[src/hdl/pwa_pkg.sv]
// Package for the perspective warp address generator: widths, limits,
// register indexes and the divider lane word. No dependencies.
`timescale 1ns / 1ps

package pwa_pkg;

  localparam int COEF_W  = 48;
  localparam int NCOEF   = 8;
  localparam int PROD_W  = 59;
  localparam int SUM_W   = 60;
  localparam int MAG_W   = 60;
  // quotient bits resolved by the cell row
  localparam int QUO_W   = 16;
  localparam int COORD_W = 12;
  localparam int PIX_W   = 10;
  localparam int RAST_W  = 15;
  localparam int ADDR_W  = 6;
  localparam int DATA_W  = 64;
  localparam int IDX_W   = 3;

  localparam int OUT_WIDTH  = 1024;
  localparam int OUT_HEIGHT = 768;
  localparam int SRC_WIDTH  = 4096;
  localparam int SRC_HEIGHT = 4096;

  localparam logic signed [COEF_W-1:0] ONE_COEF = 48'sh0001_0000_0000;
  localparam logic signed [SUM_W-1:0]  ONE_SUM  = 60'sh0_0001_0000_0000;

  localparam logic [IDX_W-1:0] REG_COEF_00 = 3'd0;
  localparam logic [IDX_W-1:0] REG_COEF_01 = 3'd1;
  localparam logic [IDX_W-1:0] REG_COEF_02 = 3'd2;
  localparam logic [IDX_W-1:0] REG_COEF_10 = 3'd3;
  localparam logic [IDX_W-1:0] REG_COEF_11 = 3'd4;
  localparam logic [IDX_W-1:0] REG_COEF_12 = 3'd5;
  localparam logic [IDX_W-1:0] REG_COEF_20 = 3'd6;
  localparam logic [IDX_W-1:0] REG_COEF_21 = 3'd7;

  typedef struct packed {
    logic             vld;
    logic             ok;
    logic             xneg;
    logic             yneg;
    logic [MAG_W-1:0] rx;
    logic [MAG_W-1:0] ry;
    logic [MAG_W-1:0] den;
    logic [QUO_W-1:0] qx;
    logic [QUO_W-1:0] qy;
  } pwa_lane_t;

endpackage

[src/hdl/pwa_div_cell.sv]
// One restoring-division cell: resolves one quotient bit of X/W and Y/W.
// Depends on pwa_pkg.
`timescale 1ns / 1ps

module pwa_div_cell import pwa_pkg::*; #(
  parameter int SHIFT = 0
) (
  input  logic      clk_i,
  input  logic      rst_ni,
  input  logic      en_i,
  input  pwa_lane_t lane_i,
  output pwa_lane_t lane_o
);

  localparam int CW = MAG_W + SHIFT + 1;

  logic [CW-1:0] dvs, dx, dy;
  logic          gx, gy;
  pwa_lane_t     lane_d, lane_q;

  assign dvs = CW'(lane_i.den) << SHIFT;
  assign dx  = CW'(lane_i.rx) - dvs;
  assign dy  = CW'(lane_i.ry) - dvs;
  // no borrow means the shifted divisor fits
  assign gx  = !dx[CW-1];
  assign gy  = !dy[CW-1];

  always_comb begin
    lane_d    = lane_i;
    lane_d.qx = {lane_i.qx[QUO_W-2:0], gx};
    lane_d.qy = {lane_i.qy[QUO_W-2:0], gy};
    if (gx) begin
      lane_d.rx = dx[MAG_W-1:0];
    end
    if (gy) begin
      lane_d.ry = dy[MAG_W-1:0];
    end
  end

  always_ff @(posedge clk_i or negedge rst_ni) begin
    if (!rst_ni) begin
      lane_q <= '0;
    end else if (en_i) begin
      lane_q <= lane_d;
    end
  end

  assign lane_o = lane_q;

endmodule

[config.mk]
export PLATFORM = sky130hd
export DESIGN_NAME = pwa_div_cell
export DESIGN_NICKNAME = d
export VERILOG_FILES = /design/src/hdl/pwa_pkg.sv /design/src/hdl/pwa_div_cell.sv
export SDC_FILE = /design/constraint.sdc
export NUM_CORES = 1
export LEC_CHECK = 0
export ABC_AREA = 1
export BUFFER_PORTS_ARGS = -buffer_cell sky130_fd_sc_hd__buf_4
export CORE_ASPECT_RATIO = 1.25
export CORE_UTILIZATION = 54
export CTS_CLUSTER_DIAMETER = 60
export CTS_CLUSTER_SIZE = 16
export DETAILED_ROUTE_END_ITERATION = 12
export PLACE_DENSITY = 0.79
export SYNTH_ARGS = -nofsm -noshare
export SYNTH_HDL_FRONTEND = slang
export SYNTH_SLANG_ARGS = --single-unit
[constraint.sdc]
create_clock -name clk_i -period 0.8 [get_ports clk_i]
set_input_delay 0.12 -clock clk_i [delete_from_list [all_inputs] [get_ports clk_i]]
set_output_delay 0.12 -clock clk_i [all_outputs]
set_load 0.03 [all_outputs]
==> results of run 1 <==
[synth_stat cells (4+ instances only)]
| library cell | count | area share, % |
|---|---|---|
| ha_1 | 120 | 7.2 |
| and2_1 | 4 | 0.12 |
| a21oi_1 | 86 | 2.1 |
| inv_1 | 680 | 12 |
| o21ai_1 | 14 | 0.34 |
| o21bai_1 | 11 | 0.40 |
| nor2_2 | 5 | 0.15 |
| dfrtp_1 | 216 | 26 |
| clkbuf_1 | 47 | 0.85 |
| o21ai_0 | 71 | 1.7 |
| nor2_1 | 204 | 3.7 |
| buf_6 | 5 | 0.27 |
| xor2_1 | 29 | 1.2 |
| nand3_1 | 230 | 5.5 |
| nand2_1 | 1770 | 32 |
| buf_2 | 17 | 0.41 |
| buf_4 | 8 | 0.29 |
| xnor2_1 | 24 | 1.0 |
| a21boi_0 | 4 | 0.14 |
| nand3b_1 | 46 | 1.7 |
| nand4_1 | 32 | 0.96 |
| nor3_1 | 29 | 0.70 |
[cells by family after synthesis]
family	Yosys count	share of synthesized area [%]
buffers and inverters	762	14.2
and+or+nand+nor	2336	45.4
AOI/OAI and AO/OA	190	4.88
DFF	216	25.9
xor gates and xnor gates	53	2.23
adders and majority gates	122	7.40
[routing by layer]
layer / global-route usage, % / GRT overflow
met5: 51.1 / 2
met1: 85.1 / 20
met3: 76.1 / 29
met2: 99.0 / 258
met4: 89.0 / 169
[stage by stage]
| step | hold WS [ps] | instances | util (%) |
|---|---|---|---|
| CTS | 0.743 | 5279 | 83.7 |
| detailed placement | 42.9 | 5098 | 76.8 |
| global placement | 37.8 | 5098 | 76.8 |
| floorplan | -176 | 3679 | - |
[repair_timing]
action / 4_1_cts
hold endpoints to repair: 359
pin swaps: 10
hold buffers: 144
setup endpoints to repair: 339
resized for setup: 107
setup buffers: 8
gates cloned: 4
==> results.json, run 1 <==
{
  "initial_core_util_pct": 54.6,
  "netlist_area_um2": 20800,
  "die_w_um": 178,
  "synth_edf_count": 0,
  "outcome": "stopped before the end",
  "synth.avg_cell_area_um2": 5.66,
  "ys_seq_area_share_pct": 25.9,
  "htreeDepth": 1,
  "error": "[ERROR GRT-0232] Routing congestion too high. Check the congestion heatmap in the GUI.",
  "cts_root_buffer": "clkbuf_16",
  "synth-async-reset-ratio_pct": 100,
  "grt_usage_pct": 86.8,
  "grt_max_degree": 46,
  "gp_congestion": 1.08,
  "dp_slack_ps": -1740,
  "stop_stage": "5_1_grt",
  "overflow": 478,
  "synthFlopType": "dfrtp_1",
  "syn-num-nets": 4020,
  "die_h_um": 222,
  "placed_area_um2": 29300,
  "yosysWarnings": 0,
  "cts_buffers": 19,
  "io_buffers": 432,
  "hpwl_um": 76000,
  "ys_ff_latch": 216,
  "netlist_instances": 3679,
  "io_pins": 435,
  "synth_cell_types": 36,
  "fp-row-count": 80,
  "cts_buffer_depth": 3,
  "cts_sinks": 216
}
==> run 2: changes to the inputs <==
--- a/config.mk
+++ b/config.mk
@@ -7,12 +7,9 @@
 export LEC_CHECK = 0
 export ABC_AREA = 1
 export BUFFER_PORTS_ARGS = -buffer_cell sky130_fd_sc_hd__buf_4
-export CORE_ASPECT_RATIO = 1.25
-export CORE_UTILIZATION = 54
-export CTS_CLUSTER_DIAMETER = 60
-export CTS_CLUSTER_SIZE = 16
+export CORE_UTILIZATION = 39
 export DETAILED_ROUTE_END_ITERATION = 12
-export PLACE_DENSITY = 0.79
+export PLACE_DENSITY_LB_ADDON = 0.15
 export SYNTH_ARGS = -nofsm -noshare
 export SYNTH_HDL_FRONTEND = slang
 export SYNTH_SLANG_ARGS = --single-unit
==> results.json, run 2 <==
{
  "outcome": "complete, but fails checks",
  "violations": "hold timing, setup timing",
  "skew_ps": 0,
  "cts_buffer_depth": 3,
  "ys_ff_latch": 216,
  "cts_tree": "built",
  "synth_cell_types": 36,
  "routedWlPerCell_um": 17.7,
  "endpoint_kind": "flip-flop",
  "yosysWarnings": 0,
  "largest_reg_flops": 216,
  "fin_crit_ps": 1820,
  "synth_fa_ha_area_share_pct": 7.40,
  "relSlewSlack_pct": 73.0,
  "layout_commonest_cell": "nand2_1",
  "overflow": 0,
  "synth-async-reset-ratio_pct": 100,
  "worst_pin_slew_ps": 402,
  "crit_top_cell": "nand2_1",
  "gp_congestion": 0.995,
  "crit_type": "input port to flip-flop",
  "drive_gt1_share_pct": 33.2,
  "ant_nets": 0,
  "yosys.area.top_type": "nand2_1",
  "nFillCells": 4739,
  "area_delta_synth_final_pct": 71.6,
  "crit_path_start_kind": "input port",
  "crit_required_ps": 1260,
  "leakagePower_nw": 20.2,
  "fp-row-count": 84,
  "yosys.area_share.xor_xnor_pct": 2.23,
  "drtIter0Drc": 1965,
  "antenna_found_initial": 6,
  "grt_usage_pct": 34.5,
  "arrival_ps": 2280,
  "rsz0062_at_grt": "yes",
  "io_buffers": 432,
  "grt_use_met3_pct": 2.87,
  "die_w_um": 233,
  "cp_cell_sequence": "buf_4 > clkinvlp_4 > buf_4 > ha_4 > nand2_2 > inv_1 > nand2_1 > nand2_1 > nand2_1 > nand2_2 > nand2_2 > nand2_4 > a21oi_4 > nand2_8 > nand2_8 > buf_12 > clkbuf_16 > nand2_2 > nand2_1 > nand2_1",
  "synth_top_family_by_area": "simple AND/OR/NAND/NOR gates",
  "synth-simple-area-share_pct": 45.4,
  "drc_errors": 0,
  "clk_latency_ps": 560,
  "synth_compound_area_share_pct": 4.88,
  "setup_viol": 339,
  "postRouteWirelength_um": 99100,
  "yosysTopAreaCellShare_pct": 31.9,
  "hpwl_um": 75800,
  "cp_max_fo": 6,
  "regArea_um2": 5410,
  "path_clk_slew_ps": 60,
  "max_stage_delay_ps": 260,
  "initial_core_util_pct": 39.6,
  "powerDensity_nw_per_um2": 1490,
  "maxCapViolCount": 0,
  "firstDrtPassIters": 6,
  "yosysMostFrequentCell": "nand2_1",
  "drv_slew": 0,
  "grt_first_pass_wirelength_um": 143000,
  "synth_edf_count": 0,
  "busiest_layer": "met2",
  "ys_seq_area_share_pct": 25.9,
  "netlist_instances": 3679,
  "netlist_area_um2": 20800,
  "synth.area.top_cells": "nand2_1 (32%), dfrtp_1 (26%), inv_1 (12%)",
  "nets": 5240,
  "syn-num-nets": 4020,
  "hp-class": "input port to flip-flop",
  "die_area_um2": 54300,
  "whs_ps": -6.40,
  "met1_usage_pct": 45.0,
  "core_area_um2": 52700,
  "via_per_inst": 4.89,
  "grt_max_degree": 53,
  "hold_viol": 1,
  "period_share_pct": 227,
  "use_met2_pct": 59.1,
  "yosys-mux-area-fraction_pct": 0,
  "cts_buffers": 26,
  "irDropWorstVdd_mv": 1.65,
  "cp_slowest_cell": "a21oi_4",
  "cts_sinks": 216,
  "finalPower_mw": 53.2,
  "vias": 27400,
  "io_pins": 435,
  "cts_root_buffer": "clkbuf_16",
  "synth.avg_cell_area_um2": 5.66,
  "fmax_ghz": 0.550,
  "die_h_um": 233,
  "htreeDepth": 1,
  "synthFlopType": "dfrtp_1",
  "multi_input_area_um2": 14800,
  "first_global_vias": 25800,
  "synth_common_cells": "nand2_1 (1,770), inv_1 (680), nand3_1 (230), dfrtp_1 (216), nor2_1 (204)",
  "final_cell_mix": "nand2_1 (1,593), buf_4 (959), inv_1 (620)",
  "fin_ws_ps": -1020
}
run 2: area by class of cell:
class | count | area share [%]
flip-flops and latches | 216 | 15.1
well taps | 688 | 2.41
clock buffers | 38 | 2.25
inverters | 683 | 7.51
repair buffers | 1270 | 31.1
diodes | 4 | 0.0280
clock inverters | 9 | 0.235
multi-input cells | 2702 | 41.3
run 2: critical path: cells and delay by family:
family / cells / cell delay [ps]
AO/OA/AOI/OAI: 1 / 260
adder cells (fa/ha/maj): 1 / 230
buffers and inverters: 6 / 770
AND/OR/NAND/NOR: 12 / 860
run 2: what timing repair did:
action,4_1_cts,5_1_grt
endpoints found under the hold margin,394,4
pin swaps,17,120
gates cloned,7,9
hold buffers,179,4
resized for setup,158,445
setup buffers,18,42
setup endpoints to repair,338,338
run 2: cells by family after synthesis:
| kind of cell | after synthesis |
|---|---|
| simple gates | 2336 |
| buf+inv | 762 |
| compound gates | 190 |
| flops | 216 |
| fa+ha+maj | 122 |
| xor+xnor | 53 |
run 2: worst paths after layout:
check                           start           to  slack [ps]  depth (start not counted)
setup reg to reg           lane_o[56]   lane_o[56]          60                          2
hold / removal             lane_i[73]   lane_o[73]          -6                          3
min in group asynchronous      rst_ni   lane_o[86]         130                          3
max in group asynchronous      rst_ni   lane_o[43]          90                          3
hold reg to reg            lane_o[15]   lane_o[15]         470                          2
setup / recovery           lane_i[78]  lane_o[138]       -1020                         20
run 2: layer usage:
| metal | part of all wire [%] | up-vias |
|---|---|---|
| met5 | 0 | - |
| met3 | 6.4 | 238 |
| met4 | 4.5 | 0 |
| met2 | 47 | 1034 |
| li1 | - | 13600 |
| met1 | 42 | 12600 |
run 2: metrics by stage:
step / setup WS (ps) / instance area, µm² / util (%) / TNS, ps / cells
final: -1020 / 35700 / 67.9 / -207660 / 5610
after global routing: -1110 / 35700 / 67.9 / -223160 / 5610
after CTS: -966 / 33400 / 63.3 / -208390 / 5553
after detailed placement: -1690 / 29500 / 56.1 / -216440 / 5302
after global placement: -1640 / 29500 / 56.1 / -214030 / 5302
after floorplan: -1070 / 21100 / - / -125600 / 3679
run 2: power by group:
group	switching, mW	internal [mW]
logic	15.5	11.9
clock network	5.16	7.26
registers	0.979	12.4
total	21.6	31.6
Note: power is estimated with default switching activity, not from simulation.
